### src/hdl/swa_pkg.sv
// Shared sizes, types and helpers for the sliding window average unit.
// No dependencies; the divider, the top and the checker in hdl/ use this package.
`default_nettype none

package swa_pkg;

    // Storage sizing
    localparam int MAX_WINDOW   = 256;
    localparam int SAMPLE_BITS  = 16;
    localparam int WINDOW_RESET = 16;

    // Fixed field widths of the ports
    localparam int CFG_W     = 9;
    localparam int OUT_W     = 24;
    localparam int CNT_OUT_W = 9;
    localparam int FRAC_BITS = 8;

    // Derived widths
    localparam int ADDR_W = $clog2(MAX_WINDOW);
    localparam int CNT_W  = $clog2(MAX_WINDOW + 1);
    localparam int SUM_W  = SAMPLE_BITS + CNT_W;
    localparam int NUM_W  = SUM_W + FRAC_BITS;
    localparam int QUO_W  = NUM_W + 1;
    localparam int SAT_W  = (QUO_W > OUT_W) ? QUO_W : OUT_W + 1;
    localparam int STEP_W = $clog2(NUM_W + 1);
    localparam int CMP_W  = (CNT_W > CFG_W) ? CNT_W : CFG_W;

    // Output clamp limits
    localparam logic signed [SAT_W-1:0] SAT_HI = SAT_W'((2 ** (OUT_W - 1)) - 1);
    localparam logic signed [SAT_W-1:0] SAT_LO = ~SAT_HI;

    // Divider request and response
    typedef struct packed {
        logic                     start;
        logic signed [NUM_W-1:0]  numer;
        logic        [CNT_W-1:0]  denom;
    } div_req_t;

    typedef struct packed {
        logic                     done;
        logic signed [QUO_W-1:0]  quotient;
    } div_rsp_t;

    // Clamp a wide signed value to the signed output range
    function automatic logic signed [OUT_W-1:0] sat_out(input logic signed [SAT_W-1:0] v);
        logic signed [SAT_W-1:0] r;
        begin
            if (v > SAT_HI)
            begin
                r = SAT_HI;
            end
            else if (v < SAT_LO)
            begin
                r = SAT_LO;
            end
            else
            begin
                r = v;
            end
            return r[OUT_W-1:0];
        end
    endfunction

endpackage

`default_nettype wire

### src/hdl/swa_divider.sv
// Bit-serial signed divider: numerator by an unsigned nonzero count,
// quotient truncated toward zero. Depends on swa_pkg.
`default_nettype none

module swa_divider (
    input  wire logic              clk,
    input  wire logic              rst_n,
    input  wire swa_pkg::div_req_t req,
    output swa_pkg::div_rsp_t      rsp
);

    import swa_pkg::*;

    logic              busy_reg, busy_next;
    logic              done_reg, done_next;
    logic [STEP_W-1:0] step_reg, step_next;
    logic [CNT_W-1:0]  rem_reg, rem_next;
    logic [NUM_W-1:0]  quo_reg, quo_next;
    logic [CNT_W-1:0]  dvs_reg, dvs_next;
    logic              neg_reg, neg_next;

    logic [CNT_W:0]    rem_shift;
    logic [CNT_W:0]    rem_diff;
    logic              fits;
    logic [NUM_W-1:0]  mag;
    logic [QUO_W-1:0]  quo_ext;

    // One restoring step: shift in the next numerator bit, subtract if it fits
    always_comb
    begin
        rem_shift = {rem_reg, quo_reg[NUM_W-1]};
        rem_diff  = rem_shift - {1'b0, dvs_reg};
        fits      = (rem_shift >= {1'b0, dvs_reg});
        mag       = req.numer[NUM_W-1] ? NUM_W'(-req.numer) : NUM_W'(req.numer);
    end

    // Sequence the steps
    always_comb
    begin
        busy_next = busy_reg;
        done_next = 1'b0;
        step_next = step_reg;
        rem_next  = rem_reg;
        quo_next  = quo_reg;
        dvs_next  = dvs_reg;
        neg_next  = neg_reg;
        if (req.start)
        begin
            busy_next = 1'b1;
            step_next = STEP_W'(NUM_W);
            rem_next  = '0;
            quo_next  = mag;
            dvs_next  = req.denom;
            neg_next  = req.numer[NUM_W-1];
        end
        else if (busy_reg)
        begin
            rem_next  = fits ? rem_diff[CNT_W-1:0] : rem_shift[CNT_W-1:0];
            quo_next  = {quo_reg[NUM_W-2:0], fits};
            step_next = step_reg - 1'b1;
            if (step_reg == STEP_W'(1))
            begin
                busy_next = 1'b0;
                done_next = 1'b1;
            end
        end
    end

    always_ff @(posedge clk or negedge rst_n)
    begin
        if (!rst_n)
        begin
            busy_reg <= 1'b0;
            done_reg <= 1'b0;
            step_reg <= '0;
        end
        else
        begin
            busy_reg <= busy_next;
            done_reg <= done_next;
            step_reg <= step_next;
        end
    end

    always_ff @(posedge clk)
    begin
        rem_reg <= rem_next;
        quo_reg <= quo_next;
        dvs_reg <= dvs_next;
        neg_reg <= neg_next;
    end

    // Restore the sign of the quotient
    always_comb
    begin
        quo_ext      = {1'b0, quo_reg};
        rsp.done     = done_reg;
        rsp.quotient = neg_reg ? -$signed(quo_ext) : $signed(quo_ext);
    end

endmodule

`default_nettype wire

### config.mk
export PLATFORM = sky130hd
export DESIGN_NAME = swa_divider
export DESIGN_NICKNAME = d
export VERILOG_FILES = /design/src/hdl/swa_pkg.sv /design/src/hdl/swa_divider.sv
export SDC_FILE = /design/constraint.sdc
export NUM_CORES = 1
export LEC_CHECK = 0
export ABC_AREA = 0
export BUFFER_PORTS_ARGS = -buffer_cell sky130_fd_sc_hd__buf_2
export CAP_MARGIN = 20
export CORE_MARGIN = 2
export CORE_UTILIZATION = 30
export CTS_CLUSTER_SIZE = 25
export DETAILED_ROUTE_END_ITERATION = 16
export PLACE_DENSITY = 0.57
export SLEW_MARGIN = 20
export SYNTH_ARGS = -nofsm -noshare
export SYNTH_HDL_FRONTEND = slang
export SYNTH_SLANG_ARGS = --single-unit
### constraint.sdc
create_clock -name clk -period 3.7 [get_ports clk]
set_input_delay 0.185 -clock clk [delete_from_list [all_inputs] [get_ports clk]]
set_output_delay 0.185 -clock clk [all_outputs]
set_load 0.02 [all_outputs]
==> metrics.cfg <==
[logic_synthesis]
ys_warn_count=0
synth_seq_cells=60
yosys.area.top_type=edfxtp_1
synth.distinct_cells=51
ys_seq_area_frac=0.403
async_reset_ff_frac=0.133
synth.area.top_cells=edfxtp_1, xnor2_1, xor2_1, dfrtp_1, nor2_1
synth_cells=441
synthDominantCellAreaShare=0.312
synth_edf_count=43
syn_nets=500
syn_area_um2=4140
synth.avg_cell_area_um2=9.40
synth-main-ff-cell=edfxtp_1

[timing]
setup_tns_ns=0
final_hold_viol_count=0
rsz0062_at_grt=false
slew_viol_final=0
fmax_mhz=304
period_needed_ns=3.29
fin_ws_ns=0.415
worstMarginPinSlew_ns=1.03
final-setup-viol-count=0
finClkSkew_ns=0.00811
min_period_over_period=0.888
worst_slew_margin_rel=0.316

[grt]
grt_max_degree=53
grt_pass1_vias=3312
grt_use_total=0.141
grt_overflow_total=0
antenna_found_initial=1
grt_pass1_wl_um=16300

[clocking]
cts_resized=0
cts.sinks=60
cts_hold_buffers=1
clock_latency_ns=0.33
cts_inserted_buffers=9
clockRootBuffer=clkbuf_16
post-cts-setup-buffers=0
clkTransAtPathRegs_ns=0.05
cts_max_level=3
clk_path_buf_depth=2
cts_tree=yes

[pwr]
irDropWorstVdd_v=0.000233
power.density_nw_per_um2=574
cellLeakagePower_nw=2.03

[route]
dr_total_vias=3399
drt-total-wl_um=10000
drt.antenna.violating_nets=0
drtIter0Drc=254
first_pass_iters=4
wire_per_inst_um=14.4
remaining_drc_errors=0
drt-vias-per-instance=4.88

[placed_design]
place_congestion=0.802
place_ws_ns=0.590
dp_hpwl_um=7400
io_buffers=79
placed_area_um2=4690

[critical_path]
setup.worst_path.class=reg2out
start_kind=register
path_max_fanout=6
r2r_setup_slack_ns=0.61
critPathArrivalTime_ns=3.10
worstPathRequired_ns=3.51
end_kind=output port

[cells_and_area]
nets=574
final_cell_mix=buf_2, nor2_1, edfxtp_1, xnor2_1, a21oi_1
largest_reg_flops=33
layout_commonest_cell=buf_2
final_layout_size_suffix_gt1_frac=0.202
final_area_um2=4970
utilization=0.372
num_antenna_cells=0
area_growth_pct=19.9

[die]
coreArea_um2=13300
dieWidth_um=122
dieHeight_um=122
die_area_um2=14800
num_rows=42
start_util=0.310
ios=80

[outcome]
outcome=finished clean

[min_path]
hp-class=in2reg

[run]
cap_violations=0

==> power by group <==
group | internal, mW | switching [mW] | leakage [nW]
clock | 0.467 | 0.281 | 0.131
sequential | 0.907 | 0.173 | 0.607
combinational | 0.449 | 0.575 | 1.29
==> Yosys cell counts (11+ instances only) <==
cell type	instances
a21oi_1	34
clkbuf_1	14
edfxtp_1	43
ha_1	13
inv_1	22
nand2_1	28
nor2_1	50
o21ai_0	30
o31ai_1	21
or3_1	13
or4_1	11
xnor2_1	41
xor2_1	28
==> critical path, stage by stage (launching register included) <==
cell and delay (ns):
edfxtp_1 0.44, or3_1 0.40, or3_1 0.40, nor4_1 0.55, nand2_1 0.31, o31ai_1 0.31
xnor2_1 0.17, buf_2 0.20
==> metrics by stage <==
stage | power (mW) | instances | hold WS (ns)
detailed placement | 2.12 | 679 | 0.0388
floorplan | 1.82 | 441 | -0.111
CTS | 2.89 | 696 | 0.0314
global placement | 2.10 | 679 | 0.0363
global route | 3.05 | 696 | 0.0289
finish | 2.85 | 696 | 0.0440
==> cell type report <==
| type | instances | area (um2) |
|---|---|---|
| Fill cell | 1395 | 8380 |
| Multi-Input combinational cell | 339 | 2300 |
| Sequential cell | 60 | 1670 |
| Timing Repair Buffer | 83 | 428 |
| Clock buffer | 13 | 250 |
| Tap cell | 176 | 220 |
| Inverter | 22 | 82.6 |
| Clock inverter | 3 | 13.8 |
==> path summary, 6_finish.rpt <==
path / start / endpoint / cells after the start
min in group asynchronous: rst_n / step_reg[5]$_DFFE_PN0P_ / 2
max in group asynchronous: rst_n / step_reg[2]$_DFFE_PN0P_ / 2
worst min register to register: rem_reg[8]$_SDFFE_PP0P_ / rem_reg[8]$_SDFFE_PP0P_ / 2
worst min-delay path: req[4] / dvs_reg[4]$_DFFE_PP_ / 1
worst max-delay path: quo_reg[9]$_DFFE_PP_ / rsp[31] / 7
worst max register to register: quo_reg[32]$_DFFE_PP_ / rem_reg[3]$_SDFFE_PP0P_ / 11
==> cell families after synthesis <==
| group | synth area share |
|---|---|
| AOI/OAI and AO/OA | 0.165 |
| xor gates and xnor gates | 0.146 |
| adders and majority gates | 0.0441 |
| buffers and inverters | 0.0411 |
| DFF | 0.403 |
| muxes | 0.0323 |
| and+or+nand+nor | 0.168 |
==> per-layer routing <==
metal	track usage	part of all wire
met4	0.0546	0.016
met2	0.215	0.44
met1	0.197	0.49
met3	0.0262	0.049
met5	0	0.0013
Power figures use the tool's default switching activity.
